## src/irm_pkg.sv

```systemverilog
`timescale 1ns / 1ps

package irm_pkg;

   localparam int MAX_PACKET_BYTES = 1024;
   localparam int OFFSET_LIMIT = (MAX_PACKET_BYTES < 2047) ? MAX_PACKET_BYTES : 2047;
   localparam int OFFSET_W = 11;

   localparam int WORD_BYTES = 4;
   localparam int ICMP_HEADER_BYTES = 8;
   localparam int ID_OFFSET = 4;
   localparam int SEQ_OFFSET = 6;
   localparam int SOURCE_FIRST = 12;
   localparam int SOURCE_LAST = 15;

   localparam logic [7:0] MSG_ECHO_REPLY = 8'd0;
   localparam logic [7:0] ICMP_TIME_EXCEEDED = 8'd11;

   localparam int CSR_INDEX_W = 2;
   localparam int CSR_DATA_W = 32;
   localparam logic [CSR_INDEX_W-1:0] CSR_EXPECTED_ID = 2'd0;
   localparam logic [CSR_INDEX_W-1:0] CSR_EXPECTED_SEQ = 2'd1;
   localparam logic [CSR_INDEX_W-1:0] CSR_SEND_TICK = 2'd2;

   typedef enum logic [1:0] {
      STATUS_ACCEPTED = 2'd0,
      STATUS_TOO_SHORT = 2'd1,
      STATUS_OTHER_TYPE = 2'd2,
      STATUS_MISMATCH = 2'd3
   } status_type;

   typedef enum logic [1:0] {
      KIND_OTHER = 2'd0,
      KIND_ECHO_REPLY = 2'd1,
      KIND_TIME_EXCEEDED = 2'd2
   } kind_type;

   typedef struct packed {
      logic [15:0] expected_id;
      logic [15:0] expected_seq;
      logic [31:0] send_tick;
   } cfg_type;

   typedef struct packed {
      status_type  status;
      kind_type    reply_kind;
      logic [31:0] source_address;
      logic [31:0] round_trip;
   } result_type;

endpackage

```

## src/irm_csr.sv

```systemverilog
`timescale 1ns / 1ps

module irm_csr (
   input  logic                              clock,
   input  logic                              reset,
   input  logic                              csr_write_enable,
   input  logic [irm_pkg::CSR_INDEX_W-1:0]   csr_index,
   input  logic [irm_pkg::CSR_DATA_W-1:0]    csr_write_data,
   output irm_pkg::cfg_type                  cfg
);

   irm_pkg::cfg_type cfg_ff;
   irm_pkg::cfg_type cfg_in;

   always_comb begin
      cfg_in = cfg_ff;
      if (csr_write_enable) begin
         unique case (csr_index)
            irm_pkg::CSR_EXPECTED_ID:  cfg_in.expected_id = csr_write_data[15:0];
            irm_pkg::CSR_EXPECTED_SEQ: cfg_in.expected_seq = csr_write_data[15:0];
            irm_pkg::CSR_SEND_TICK:    cfg_in.send_tick = csr_write_data[31:0];
            default: cfg_in = cfg_ff;
         endcase
      end
   end

   always_ff @(posedge clock) begin
      if (reset) begin
         cfg_ff <= '0;
      end else begin
         cfg_ff <= cfg_in;
      end
   end

   assign cfg = cfg_ff;

endmodule

```

## src/irm_parser.sv

```systemverilog
`timescale 1ns / 1ps

module irm_parser (
   input  logic                  clock,
   input  logic                  reset,
   input  logic                  accept,
   input  logic [7:0]            packet_byte,
   input  logic                  last_byte,
   input  logic [31:0]           now_tick,
   input  irm_pkg::cfg_type      cfg,
   output logic                  result_valid,
   output irm_pkg::result_type   result
);

   localparam int W = irm_pkg::OFFSET_W;

   logic [W-1:0]  offset_ff, offset_in;
   logic [5:0]    outer_ff, outer_in;
   logic [7:0]    type_ff, type_in;
   logic [5:0]    inner_ff, inner_in;
   logic [15:0]   id_ff, id_in;
   logic [15:0]   seq_ff, seq_in;
   logic [31:0]   source_ff, source_in;
   logic          seen_ff, seen_in;

   logic [W-1:0]  pos;
   logic          active;
   logic [5:0]    outer_upd;
   logic [W-1:0]  hdr;
   logic [7:0]    type_upd;
   logic [5:0]    inner_upd;
   logic [31:0]   source_upd;
   logic          base_ok;
   logic [W-1:0]  base;
   logic          id_hit, seq_hit, seen_hit;
   logic [15:0]   id_upd, seq_upd;
   logic [W-1:0]  len;
   logic          type_seen;
   irm_pkg::kind_type   kind;
   irm_pkg::status_type status;

   assign pos = offset_ff;
   assign active = pos < W'(irm_pkg::OFFSET_LIMIT);

   always_comb begin
      outer_upd = (pos == '0) ? {packet_byte[3:0], 2'b00} : outer_ff;
      hdr = W'(outer_upd);
      source_upd = (pos >= W'(irm_pkg::SOURCE_FIRST) && pos <= W'(irm_pkg::SOURCE_LAST))
                   ? {source_ff[23:0], packet_byte} : source_ff;
      type_upd = (pos == hdr) ? packet_byte : type_ff;
      inner_upd = (pos > hdr && type_upd == irm_pkg::ICMP_TIME_EXCEEDED
                   && pos == hdr + W'(irm_pkg::ICMP_HEADER_BYTES))
                  ? {packet_byte[3:0], 2'b00} : inner_ff;

      base_ok = 1'b0;
      base = hdr;
      priority if (type_upd == irm_pkg::MSG_ECHO_REPLY) begin
         base_ok = 1'b1;
         base = hdr;
      end else if (type_upd == irm_pkg::ICMP_TIME_EXCEEDED
                   && pos > hdr + W'(irm_pkg::ICMP_HEADER_BYTES)) begin
         base_ok = 1'b1;
         base = hdr + W'(irm_pkg::ICMP_HEADER_BYTES) + W'(inner_upd);
      end else begin
         base_ok = 1'b0;
         base = hdr;
      end

      id_hit = (pos > hdr) && base_ok &&
               (pos == base + W'(irm_pkg::ID_OFFSET) ||
                pos == base + W'(irm_pkg::ID_OFFSET + 1));
      seq_hit = (pos > hdr) && base_ok &&
                (pos == base + W'(irm_pkg::SEQ_OFFSET) ||
                 pos == base + W'(irm_pkg::SEQ_OFFSET + 1));
      seen_hit = (pos > hdr) && base_ok && (pos == base + W'(irm_pkg::SEQ_OFFSET + 1));
      id_upd = id_hit ? {id_ff[7:0], packet_byte} : id_ff;
      seq_upd = seq_hit ? {seq_ff[7:0], packet_byte} : seq_ff;

      if (active) begin
         offset_in = pos + W'(1);
         outer_in = outer_upd;
         type_in = type_upd;
         inner_in = inner_upd;
         id_in = id_upd;
         seq_in = seq_upd;
         source_in = source_upd;
         seen_in = seen_ff | seen_hit;
      end else begin
         offset_in = offset_ff;
         outer_in = outer_ff;
         type_in = type_ff;
         inner_in = inner_ff;
         id_in = id_ff;
         seq_in = seq_ff;
         source_in = source_ff;
         seen_in = seen_ff;
      end
   end

   always_comb begin
      len = offset_in;
      type_seen = len > W'(outer_in);
      kind = irm_pkg::KIND_OTHER;
      if (type_seen && type_in == irm_pkg::MSG_ECHO_REPLY) begin
         kind = irm_pkg::KIND_ECHO_REPLY;
      end else if (type_seen && type_in == irm_pkg::ICMP_TIME_EXCEEDED) begin
         kind = irm_pkg::KIND_TIME_EXCEEDED;
      end
      priority if (len < W'(outer_in) + W'(irm_pkg::ICMP_HEADER_BYTES)) begin
         status = irm_pkg::STATUS_TOO_SHORT;
      end else if (kind == irm_pkg::KIND_OTHER) begin
         status = irm_pkg::STATUS_OTHER_TYPE;
      end else if (!seen_in) begin
         status = irm_pkg::STATUS_TOO_SHORT;
      end else if (id_in != cfg.expected_id || seq_in != cfg.expected_seq) begin
         status = irm_pkg::STATUS_MISMATCH;
      end else begin
         status = irm_pkg::STATUS_ACCEPTED;
      end
      result.status = status;
      result.reply_kind = kind;
      result.source_address = source_in;
      result.round_trip = now_tick - cfg.send_tick;
   end

   assign result_valid = accept && last_byte;

   always_ff @(posedge clock) begin
      if (reset || (accept && last_byte)) begin
         offset_ff <= '0;
         outer_ff <= '0;
         type_ff <= '0;
         inner_ff <= '0;
         id_ff <= '0;
         seq_ff <= '0;
         source_ff <= '0;
         seen_ff <= 1'b0;
      end else if (accept) begin
         offset_ff <= offset_in;
         outer_ff <= outer_in;
         type_ff <= type_in;
         inner_ff <= inner_in;
         id_ff <= id_in;
         seq_ff <= seq_in;
         source_ff <= source_in;
         seen_ff <= seen_in;
      end
   end

endmodule

```

## src/irm_out_buf.sv

```systemverilog
`timescale 1ns / 1ps

module irm_out_buf (
   input  logic                  clock,
   input  logic                  reset,
   input  logic                  push,
   input  irm_pkg::result_type   push_data,
   output logic                  full,
   output logic                  out_valid,
   input  logic                  out_stall,
   output irm_pkg::result_type   out_data
);

   logic                 out_valid_ff, out_valid_in;
   logic                 skid_valid_ff, skid_valid_in;
   irm_pkg::result_type  out_data_ff, out_data_in;
   irm_pkg::result_type  skid_data_ff, skid_data_in;
   logic                 out_free;

   assign out_free = !out_valid_ff || !out_stall;

   always_comb begin
      out_valid_in = out_valid_ff;
      out_data_in = out_data_ff;
      skid_valid_in = skid_valid_ff;
      skid_data_in = skid_data_ff;
      if (out_free) begin
         if (skid_valid_ff) begin
            out_valid_in = 1'b1;
            out_data_in = skid_data_ff;
            skid_valid_in = 1'b0;
         end else begin
            out_valid_in = push;
            out_data_in = push_data;
         end
      end else if (push) begin
         skid_valid_in = 1'b1;
         skid_data_in = push_data;
      end
   end

   always_ff @(posedge clock) begin
      if (reset) begin
         out_valid_ff <= 1'b0;
         skid_valid_ff <= 1'b0;
      end else begin
         out_valid_ff <= out_valid_in;
         skid_valid_ff <= skid_valid_in;
      end
   end

   always_ff @(posedge clock) begin
      out_data_ff <= out_data_in;
      skid_data_ff <= skid_data_in;
   end

   assign full = skid_valid_ff;
   assign out_valid = out_valid_ff;
   assign out_data = out_data_ff;

endmodule

```

## src/icmp_reply_matcher_top.sv

```systemverilog
`timescale 1ns / 1ps
// the result of a packet is registered in the output buffer after its last byte transaction
// throughput: one byte per cycle while req_stall is low; each byte passes one compare and capture stage
// a two-entry output buffer holds results; req_stall rises only when both are full
// reset (synchronous, active high) clears registers, packet state and both result slots

module icmp_reply_matcher_top (
   input  logic                             clock,
   input  logic                             reset,
   input  logic                             req_valid,
   output logic                             req_stall,
   input  logic [7:0]                       req_packet_byte,
   input  logic                             req_last_byte,
   input  logic [31:0]                      req_now_tick,
   output logic                             rsp_valid,
   input  logic                             rsp_stall,
   output logic [1:0]                       rsp_status,
   output logic [1:0]                       rsp_reply_kind,
   output logic [31:0]                      rsp_source_address,
   output logic [31:0]                      rsp_round_trip,
   input  logic                             csr_write_enable,
   input  logic [irm_pkg::CSR_INDEX_W-1:0]  csr_index,
   input  logic [irm_pkg::CSR_DATA_W-1:0]   csr_write_data
);

   irm_pkg::cfg_type     cfg;
   irm_pkg::result_type  result;
   irm_pkg::result_type  out_data;
   logic                 result_valid;
   logic                 full;
   logic                 accept;

   assign req_stall = full;
   assign accept = req_valid && !full;

   irm_csr u_csr (
      .clock            (clock),
      .reset            (reset),
      .csr_write_enable (csr_write_enable),
      .csr_index        (csr_index),
      .csr_write_data   (csr_write_data),
      .cfg              (cfg)
   );

   irm_parser u_parser (
      .clock        (clock),
      .reset        (reset),
      .accept       (accept),
      .packet_byte  (req_packet_byte),
      .last_byte    (req_last_byte),
      .now_tick     (req_now_tick),
      .cfg          (cfg),
      .result_valid (result_valid),
      .result       (result)
   );

   irm_out_buf u_out_buf (
      .clock     (clock),
      .reset     (reset),
      .push      (result_valid),
      .push_data (result),
      .full      (full),
      .out_valid (rsp_valid),
      .out_stall (rsp_stall),
      .out_data  (out_data)
   );

   assign rsp_status = out_data.status;
   assign rsp_reply_kind = out_data.reply_kind;
   assign rsp_source_address = out_data.source_address;
   assign rsp_round_trip = out_data.round_trip;

endmodule

```

## config.mk

```make
export PLATFORM = sky130hd
export DESIGN_NAME = icmp_reply_matcher_top
export DESIGN_NICKNAME = d
export VERILOG_FILES = /design/src/irm_pkg.sv /design/src/irm_csr.sv /design/src/irm_parser.sv /design/src/irm_out_buf.sv /design/src/icmp_reply_matcher_top.sv
export SDC_FILE = /design/constraint.sdc
export NUM_CORES = 1
export LEC_CHECK = 0
export ABC_CLOCK_PERIOD_IN_PS = 12000
export CORE_ASPECT_RATIO = 0.7
export CORE_MARGIN = 1
export CORE_UTILIZATION = 25
export CTS_BUF_LIST = sky130_fd_sc_hd__clkbuf_4
export CTS_CLUSTER_DIAMETER = 80
export DETAILED_ROUTE_END_ITERATION = 10
export DONT_BUFFER_PORTS = 1
export GPL_TIMING_DRIVEN = 0
export SYNTH_ARGS = -nofsm -noshare
export SYNTH_HDL_FRONTEND = slang
export SYNTH_SLANG_ARGS = --single-unit
export TNS_END_PERCENT = 100
```

## constraint.sdc

```tcl
create_clock -name clock -period 12 [get_ports clock]
set_input_delay 1.8 -clock clock [delete_from_list [all_inputs] [get_ports clock]]
set_output_delay 1.8 -clock clock [all_outputs]
set_load 0.005 [all_outputs]
```

Yosys cells after proc, flatten, opt, wreduce, memory -nomap -nowiden --
Index checks and enable logic that the tools add are counted. W data, S select, Z words.
Operators by class: reduce and logical (&&, ||, !) cells 31, muxes and demuxes 25, eq/ne operators 12, bitwise logic cells 2, $add $sub $neg 9, order comparisons 7
Operator list (number):
- $mux W68 | 1
- $mux W16 | 4
- $mux W32 | 2
- $eq A11 B11 Y1 | 5
- $add A11 B3 Y11 const B | 4
- $mux W11 | 3
- $ne A16 B16 Y1 | 2
- $sub A32 B32 Y32 | 1
- $gt A11 B6 Y1 | 2
- $mux W6 | 3
- $eq A8 B4 Y1 const B | 2
- $logic_not A8 Y1 | 2
- $mux W8 | 2
- $add A6 B4 Y7 const B | 2
- $logic_and A1 B1 Y1 | 12
- $mux W2 | 6
- $add A11 B1 Y11 const B | 1
- $add A11 B6 Y11 | 1
- $eq A11 B6 Y1 | 1
- $ge A11 B4 Y1 const B | 1
- $gt A11 B11 Y1 | 1
- $le A11 B4 Y1 const B | 1
- $logic_not A11 Y1 | 1
- $lt A11 B11 Y1 | 1
- other kinds (11) | 25
Storage, ports and cells: input port bits 80, register bits after elaboration 298

Logic depth before layout (Yosys ltp) --
Gate-level depths: netlist of run 1.
word-level depth 24, mapped depth 37

Modules after synthesis --
A second synthesis of run 1 with hierarchy kept.
Second synthesis, totals: cell total of the unflattened synthesis 1562, area total of the unflattened synthesis 16548.4 µm²
By module, submodules not included:
- irm_parser | instances 1, area an instance 8847.2 µm², cells an instance 1094
- irm_out_buf | instances 1, area an instance 5006.1 µm², cells an instance 219
- irm_csr | instances 1, area an instance 2681.3 µm², cells an instance 248
- icmp_reply_matcher_top | instances 1, area an instance 13.8 µm², cells an instance 1

Worst setup path before layout of run 1 --
Ideal clock, no wire load.
path type input to register, from in req_packet_byte[2], to reg u_out_buf.out_data_ff (netlist bit u_out_buf.out_data[66]), data pin, path buffers 3, slack 3.767 ns, setup time 0.264 ns, arrival time 7.969 ns, cell stages on the path 33, path through clkbuf_1 > mux2i_1 > inv_1 > ha_1 > xnor2_1 > inv_1 > ha_1 > nand3_1 > nor2_1 > nand4_1 > or3_1 > clkbuf_1 > nand2_1 > inv_1 > ha_1 > a21o_1 > a21oi_1 > xnor2_1 > mux2i_1 > inv_1 > ha_1 > clkbuf_1 > a21oi_1 > or3_1 > o21ai_0 > a41oi_1 > o21ai_0 > o2111a_1 > a32o_1 > mux2i_1 > nor4b_2 > o2111ai_1 > o41a_1
On the way: word-level cells in the longest chain between the ends 23, elaborated cells on any way between the ends 58
Ends and longest elaborated chain:
- from (decl) | RTL line icmp_reply_matcher_top.sv:12 | input logic [7:0] req_packet_byte,
- branches (longest 5 deep; another with $add A6 B4 Y7)
- $logic_and A1 B1 Y1 (*) | RTL line irm_parser.sv:52 | && pos == hdr + W'(irm_pkg::ICMP_HEADER_BYTES))
- $mux W6 (*) | RTL line irm_parser.sv:53 | ? {packet_byte[3:0], 2'b00} : inner_ff;
- named net u_parser.inner_upd[1] | RTL line irm_parser.sv:31 | logic [5:0] inner_upd;
- $add A11 B6 Y11 (*) | RTL line irm_parser.sv:63 | base = hdr + W'(irm_pkg::ICMP_HEADER_BYTES) + W'(inner_upd);
- $mux W11 (*) | RTL line irm_parser.sv:60 | end else if (type_upd == irm_pkg::ICMP_TIME_EXCEEDED
- $mux W11 (*) | RTL line irm_parser.sv:57 | priority if (type_upd == irm_pkg::MSG_ECHO_REPLY) begin
- $add A11 B3 Y11 (on tied branches)
- [4 not listed]
- $mux W16 | RTL line irm_parser.sv:79 | if (active) begin
- $ne A16 B16 Y1 | RTL line irm_parser.sv:115 | end else if (id_in != cfg.expected_id || seq_in != cfg.expected_seq) begin
- $logic_or A1 B1 Y1 | RTL line irm_parser.sv:115
- $mux W2 | RTL line irm_parser.sv:115
- $mux W2 (*) | RTL line irm_parser.sv:113 | end else if (!seen_in) begin
- $mux W2 (*) | RTL line irm_parser.sv:111 | end else if (kind == irm_pkg::KIND_OTHER) begin
- $mux W2 (*) | RTL line irm_parser.sv:109 | priority if (len < W'(outer_in) + W'(irm_pkg::ICMP_HEADER_BYTES)) begin
- $mux W68 (*) | RTL line irm_out_buf.sv:28 | if (skid_valid_ff) begin
- to (signal assigned) | RTL line irm_out_buf.sv:53 | out_data_ff <= out_data_in;
- to (decl) | RTL line irm_out_buf.sv:16 | irm_pkg::result_type out_data_ff, out_data_in;
Mark *: on every way through the listed nets, which the timed path passes. A chain may end at the register's enable or synchronous reset.

Final worst setup path of run 1 --
from reg u_parser.offset_ff[6], to reg u_out_buf.out_data_ff (netlist bit u_out_buf.out_data[66]), data pin
On the way: word-level cells in the longest chain between the ends 24, elaborated cells on any way between the ends 62
Ends and longest elaborated chain:
- from (decl) | RTL line irm_parser.sv:17 | logic [W-1:0] offset_ff, offset_in;
- from (signal assigned) | RTL line irm_parser.sv:139 | offset_ff <= offset_in;
- branches (longest 6 deep; another with $add A6 B4 Y7)
- $logic_and A1 B1 Y1 (*) | RTL line irm_parser.sv:52
- $mux W6 (*) | RTL line irm_parser.sv:53
- named net u_parser.inner_upd[1] | RTL line irm_parser.sv:31
- $add A11 B6 Y11 (*) | RTL line irm_parser.sv:63
- $mux W11 (*) | RTL line irm_parser.sv:60
- $mux W11 (*) | RTL line irm_parser.sv:57
- $add A11 B3 Y11 (on tied branches)
- [4 not listed]
- $mux W16 | RTL line irm_parser.sv:79
- $ne A16 B16 Y1 | RTL line irm_parser.sv:115
- $logic_or A1 B1 Y1 | RTL line irm_parser.sv:115
- $mux W2 | RTL line irm_parser.sv:115
- $mux W2 (*) | RTL line irm_parser.sv:113
- $mux W2 (*) | RTL line irm_parser.sv:111
- $mux W2 (*) | RTL line irm_parser.sv:109
- $mux W68 (*) | RTL line irm_out_buf.sv:28
Marks and branches as above.

==> results.ini, run 1 <==
[cts]
post_cts_buffers = 0
cts_buffers = 77
htree_levels = 3
cts_resized = 0
cts-root-buf = clkbuf_4
cts_sinks = 298
cts_tree = done
cts_buffer_depth = 3
worstSkewPairLatency_ps = 770
postCtsHoldBufs = 0
clkTransAtPathRegs_ps = 80

[pwr]
seqPwrFrac_pct = 49.2
p_per_area_nw_per_um2 = 130.4
p_comb_share_pct = 12.8
p_clk_share_pct = 38.0
p_leak_nw = 7.038
p_switching_mw = 0.6691
ir_drop_mv = 0.05866
p_int_mw = 1.677
p_sw_share_pct = 28.52

[worst_setup_path]
cpPeakStageDelay_ps = 930
required_ps = 12490
crit_type = reg2reg
cp.arrival_ps = 10260
worstSetupEndpointType = flip-flop
setup.worst_path.start_class = flip-flop
cp_slowest_cell = mux2i_1
crit_fanout = 10

[timing]
hold_viol = 0
final_max_slew_viol_count = 0
relSlewSlack_pct = 27.98
setup_viol = 0
finClkSkew_ps = 96.66
worst_slew_pin_slew_ps = 1050
setup_tns_ps = 0
grt_setup_unrepaired = false
fmax_ghz = 0.1023
final.min_clock_period_ps = 9776
post-route-period-util_pct = 81.47

[synthesis]
yosysTopAreaCell = edfxtp_1
synth-simple-area-share_pct = 16.98
synth-edff-count = 136
synth-compound-area-share_pct = 11.55
synthXorXnorAreaFrac_pct = 6.058
synth_top_family_by_area = simple AND/OR/NAND/NOR gates
postSynthNetCount = 1815
synthCells = 1665
yosysTopAreaCellShare_pct = 25.71
yosys-top-cells-area = edfxtp_1 26%, dfxtp_1 20%, mux2_2 6.3%
avgSynthCellArea_um2 = 9.539
ys.flop_type = dfxtp_1
yosysWarningCount = 0
ys_types = 74
synth_fa_ha_area_share_pct = 5.672
synth.cell_area_um2 = 15880
synth-async-reset-ratio_pct = 0
ys_seq_area_share_pct = 46.13
synth-seq-cells = 298
synthMuxAreaShare_pct = 9.603

[placed_design]
port_buffers = 0
hpwl_um = 36530
placed_cells = 2487
routabilityCongestion = 0.8946

[detailed_routing]
avgRoutedWirePerCell_um = 18.00
drc = 0
vias = 12630
ant_nets = 0
vias_per_cell = 4.799
firstDrtPassIters = 5
dr.first_iter.drc_count = 894
totalWireLength_um = 47360

[die]
ios = 150
core_um2 = 62190
num_rows = 76
initial_core_util_pct = 25.54
chipWidth_um = 303.3
fp.dieArea_um2 = 64560
die_height_um = 212.9

[finish]
area_growth_pct = 13.31
stdcell_count = 2631
drive_gt1_share_pct = 13.61
final_common_cell = nand2_1
layout_common_cells = 211 x nand2_1, 172 x nor2_1, 162 x dfxtp_1, 136 x edfxtp_1, 130 x a21oi_1
finalNetCount = 1897

[hold_path]
hold_path_class = reg2reg

[global_route]
antenna_found_initial = 5
grt_use_total_pct = 14.46
grt_max_degree = 66
grt_pass1_vias = 12360
grt_pass1_wl_um = 71770
grt_overflow = 0

[outcome]
outcome = completed

[run]
cap_violations = 0

-- routing by layer --
metal	track usage (%)	up-vias	part of all wire (%)
met3	4.487	55	9.6
met1	21.32	6052	49
li1	-	6068	-
met4	3.691	0	1.4
met5	0	-	0
met2	20.02	450	40
-- per-stage QoR --
stage / hold WS (ps) / utilization (%) / setup slack, ps / total power, mW / cell area [um^2]
after floorplan: 431.6 / - / 3767 / 1.383 / 15880
after global placement: 439.2 / 27.19 / 1866 / 1.462 / 16910
after detailed placement: 444.8 / 27.33 / 1804 / 1.473 / 17000
after CTS: 454.0 / 28.92 / 2402 / 2.367 / 17990
after global routing: 468.8 / 28.93 / 1561 / 2.456 / 17990
final: 451.1 / 28.94 / 2224 / 2.346 / 18000
-- area by class of cell --
type / count / area (um^2)
Antenna cell: 4 / 10.01
Inverter: 82 / 307.8
Sequential cell: 298 / 7327
Clock inverter: 33 / 185.2
Timing Repair Buffer: 3 / 75.07
Fill cell: 6559 / 44190
Tap cell: 819 / 1025
Clock buffer: 107 / 803.3
Buffer: 86 / 327.8
Multi-Input combinational cell: 1199 / 7935
-- power groups by stage --
stage / clock network, mW / registers, mW / logic, mW
after floorplan: 0 / 1.16 / 0.221
after global placement: 0 / 1.18 / 0.284
after detailed placement: 0 / 1.18 / 0.295
after CTS: 0.914 / 1.16 / 0.296
after global routing: 0.965 / 1.16 / 0.332
final: 0.892 / 1.15 / 0.300
-- cell families (layout without fill, tap and decap cells) --
| logic type | after synthesis | after routing |
|---|---|---|
| AND/OR/NAND/NOR | 592 | 592 |
| buffers and inverters | 168 | 311 |
| multiplexers | 140 | 140 |
| XOR/XNOR | 109 | 109 |
| AO/OA/AOI/OAI | 287 | 287 |
| flip-flops | 298 | 298 |
| other | 0 | 4 |
| adder cells (fa/ha/maj) | 71 | 71 |
-- flip-flops by register name, indices dropped and copies added, names as in the netlist --
name	count
u_parser.inner_ff	6
u_out_buf.out_valid	1
u_out_buf.out_data	68
u_parser.seen_ff	1
u_parser.type_ff	8
u_parser.source_ff	32
u_out_buf.full	1
u_parser.id_ff	16
u_out_buf.skid_data_ff	68
u_parser.outer_ff	6
u_csr.cfg	64
u_parser.offset_ff	11
u_parser.seq_ff	16
-- worst max-delay path, delay by kind of cell (launching register included) --
kind / cells / cell delay, ps
xor gates and xnor gates: 2 / 350
AOI/OAI and AO/OA: 10 / 3030
adders and majority gates: 4 / 1070
muxes: 3 / 1520
and+or+nand+nor: 10 / 2160
DFF: 1 / 330
buffers and inverters: 7 / 1020
-- synthesized netlist by cell type (10+ instances only) --
cell type  instances
nor4_1            10
a211oi_1          14
xor2_1            44
ha_1              68
or3_1             13
a21oi_1          130
edfxtp_1         136
dfxtp_1          162
nand2_1          212
a21o_1            15
nor3_1            56
o21ai_0           46
and2_1            11
inv_1             82
nand2b_1          15
xnor2_1           64
nand3_1           28
nor2_1           173
nor2b_1           18
clkbuf_1          74
nand4_1           17
and3_1            10
mux2_2            89
mux2i_1           48
-- worst paths after layout --
kind / startpoint / endpoint / slack [ps] / cells past startpoint
worst max-delay path: u_parser.offset_ff[6] / u_out_buf.out_data[66] / 2220 / 36
worst min-delay path: u_parser.outer_ff[0] / u_parser.outer_ff[0] / 450 / 1
worst max register to register: u_parser.offset_ff[6] / u_out_buf.out_data[66] / 2220 / 36
worst min register to register: u_parser.outer_ff[0] / u_parser.outer_ff[0] / 450 / 1
No activity file was read; power rests on OpenSTA's default activity.
==> run 2: changes to the inputs <==
--- a/config.mk
+++ b/config.mk
@@ -5,7 +5,8 @@
 export SDC_FILE = /design/constraint.sdc
 export NUM_CORES = 1
 export LEC_CHECK = 0
-export ABC_CLOCK_PERIOD_IN_PS = 12000
+export ABC_AREA = 1
+export ABC_CLOCK_PERIOD_IN_PS = 9950
 export CORE_ASPECT_RATIO = 0.7
 export CORE_MARGIN = 1
 export CORE_UTILIZATION = 25
==> constraint.sdc (replaced) <==
create_clock -name clock -period 9.95 [get_ports clock]
set_input_delay 1.4925 -clock clock [delete_from_list [all_inputs] [get_ports clock]]
set_output_delay 1.4925 -clock clock [all_outputs]
set_load 0.005 [all_outputs]
==> run 2 against run 1 <==
  * Non-clock buffer count is the same
  * Cell count increased by 19%
  * Count of clock-buffer cells in the layout grew 11
  * Clock power grew 23%
  * Routed wire length grew 4.8%
  * Total power increased by 33%
  * Maximum frequency grew 7.1%
  * Die area rose by 2.4%
  * Highest routed layer is now met5
==> results.ini, run 2 <==
[timing]
fmax_ghz = 0.1096
grt_setup_unrepaired = false
final_max_slew_viol_count = 0
hold_viol = 0
worst_hold_slack_ps = 447.5
final.min_clock_period_ps = 9124
worst_slew_pin_slew_ps = 895.5
finClkSkew_ps = 81.65
setup_viol = 0
post-route-period-util_pct = 91.70
setup_ws_ps = 825.8
relSlewSlack_pct = 39.51

[cts]
htree_levels = 3
cts_buffers = 76
postCtsHoldBufs = 0
worstSkewPairLatency_ps = 800
cts-root-buf = clkbuf_4
cts_sinks = 298
clkTransAtPathRegs_ps = 80
cts_buffer_depth = 3
cts_tree = done

[pwr]
p_leak_nw = 8.564
p_per_area_nw_per_um2 = 168.6
ir_drop_mv = 0.06418

[detailed_routing]
ant_nets = 0
firstDrtPassIters = 7
drc = 0
vias_per_cell = 4.540
avgRoutedWirePerCell_um = 15.82
dr.first_iter.drc_count = 1437
vias = 14240
totalWireLength_um = 49610

[synthesis]
synthCells = 2122
ys_types = 48
yosys-top-cells-area = edfxtp_1 25%, dfxtp_1 20%, nand2_1 13%
synth-edff-count = 136
postSynthNetCount = 2272
ys.flop_type = dfxtp_1
avgSynthCellArea_um2 = 7.668
synth.cell_area_um2 = 16270
yosysTopAreaCellShare_pct = 25.10
synth-seq-cells = 298
synthTopCellsByCount = 572 x nand2_1, 283 x inv_1, 200 x o21ai_0, 162 x dfxtp_1, 154 x a21oi_1
yosysTopAreaCell = edfxtp_1
ys_seq_area_share_pct = 45.03
synth-async-reset-ratio_pct = 0
synth.most_common_cell = nand2_1
yosysWarningCount = 0

[worst_setup_path]
crit_path_frequent_cell = nand2_1
required_ps = 10390
crit_type = reg2reg
reg2reg_depth = 52
worstSetupEndpointType = flip-flop
crit_fanout = 10
cp_slowest_cell = dfxtp_1
rrSetupSlack_ps = 830
cp.arrival_ps = 9560
r2r_end = u_out_buf.out_data[67]
cpPeakStageDelay_ps = 410
setup.worst_path.start_class = flip-flop
r2r_start = u_parser.offset_ff[0]

[global_route]
grt_max_degree = 42
grt_overflow = 0
grt_pass1_vias = 12690
antenna_found_initial = 5
grt_use_total_pct = 14.74
grt_pass1_wl_um = 74920

[placed_design]
port_buffers = 0
place_area_um2 = 17440
hpwl_um = 37300
pre_cts_ws_ps = -434.9
routabilityCongestion = 0.9360
placed_cells = 2994

[finish]
stdcell_count = 3136
drive_gt1_share_pct = 9.143
final_area_um2 = 18510
finalNetCount = 2353
layout_common_cells = 570 x nand2_1, 283 x inv_1, 199 x o21ai_0, 162 x dfxtp_1, 152 x a21oi_1
final_util_pct = 29.02
area_growth_pct = 13.76
final_common_cell = nand2_1
fillers = 6905

[die]
num_rows = 77
initial_core_util_pct = 25.51
chipWidth_um = 306.9
ios = 150
core_um2 = 63780
die_height_um = 215.5
fp.dieArea_um2 = 66130

[hold_path]
hold_path_class = reg2reg
min_from = u_parser.inner_ff[0]
hold_end = u_parser.inner_ff[0]
worst_hold_path.num_cells = 2

[outcome]
outcome = completed

[run]
cap_violations = 0

-- run 2: cell count changes after synthesis, moves of 18 or more --
| cell | change |
|---|---|
| o21ai_0 | +154 |
| inv_1 | +201 |
| nor2b_1 | -18 |
| nor3_1 | -54 |
| nand2_1 | +360 |
| nand3_1 | +98 |
| xnor2_1 | -49 |
| mux2i_1 | -47 |
| a21oi_1 | +24 |
| nor2_1 | -21 |
| mux2_2 | -86 |
-- run 2: worst max path at each step --
stage,endpoint,slack (ps),cells past startpoint,startpoint
after global placement,u_out_buf.out_data[66],-340,46,req_packet_byte[1]
after CTS,u_out_buf.out_data[66],100,51,u_parser.offset_ff[1]
after detailed placement,u_out_buf.out_data[66],-430,46,req_packet_byte[1]
after floorplan,u_out_buf.out_data[66],2350,46,req_packet_byte[1]
final,u_out_buf.out_data[67],830,52,u_parser.offset_ff[0]
after global routing,u_out_buf.out_data[67],100,52,u_parser.offset_ff[0]
-- run 2: timing repair --
| item | 4_1_cts | 5_1_grt |
|---|---|---|
| hold endpoints to repair | 0 | 0 |
| endpoints found under the setup margin | 2 | 4 |
| setup buffers | 0 | 0 |
| gates resized for setup | 2 | 9 |
| cloned | 0 | 0 |
-- run 2: critical path, delay by kind of cell, from the launching register on --
kind / cells / cell delay [ps]
AND/OR/NAND/NOR: 34 / 4490
adder cells (fa/ha/maj): 4 / 1250
AO/OA/AOI/OAI: 5 / 1210
buffers and inverters: 7 / 970
flip-flops: 1 / 410
XOR/XNOR: 2 / 360
-- run 2: power by group --
group	internal, mW	switching, mW	leakage, nW
Clock	0.570	0.535	0.599
Sequential	1.38	0.0483	2.70
Combinational	0.182	0.403	5.26
Total	2.13	0.986	8.56
-- run 2: layout make-up --
type	instances	area, um^2	area share, %
multi-input cells	1451	7520	40.62
clock inverters	21	128.9	0.6962
well taps	869	1087	5.874
diodes	3	7.507	0.04056
clock buffers	118	885.9	4.786
inverters	287	1077	5.820
flip-flops and latches	298	7327	39.58
plain buffers	86	409.1	2.210
repair buffers	3	67.56	0.3650
-- run 2: stage by stage --
step           TNS (ps)  total power [mW]
4_1_cts               0             3.140
5_1_grt               0             3.294
2_1_floorplan         0             1.858
3_5_place_dp      -1326             2.027
6_report              0             3.120
3_3_place_gp     -933.0             2.023
-- run 2: kinds of logic after synthesis --
logic type	count (synthesis)	synth area share [%]
adders and majority gates	70	5.475
buffers and inverters	373	9.135
xor gates and xnor gates	56	3.014
and+or+nand+nor	935	24.70
DFF	298	45.03
muxes	4	0.2691
AOI/OAI and AO/OA	386	12.38
-- run 2: per-layer routing --
metal / share of wire (%) / up-vias / track usage (%)
met5: 0.040 / - / 0
met4: 2.6 / 2 / 5.183
met3: 10 / 80 / 4.262
met2: 39 / 568 / 19.40
met1: 49 / 6445 / 22.27
li1: - / 7143 / -
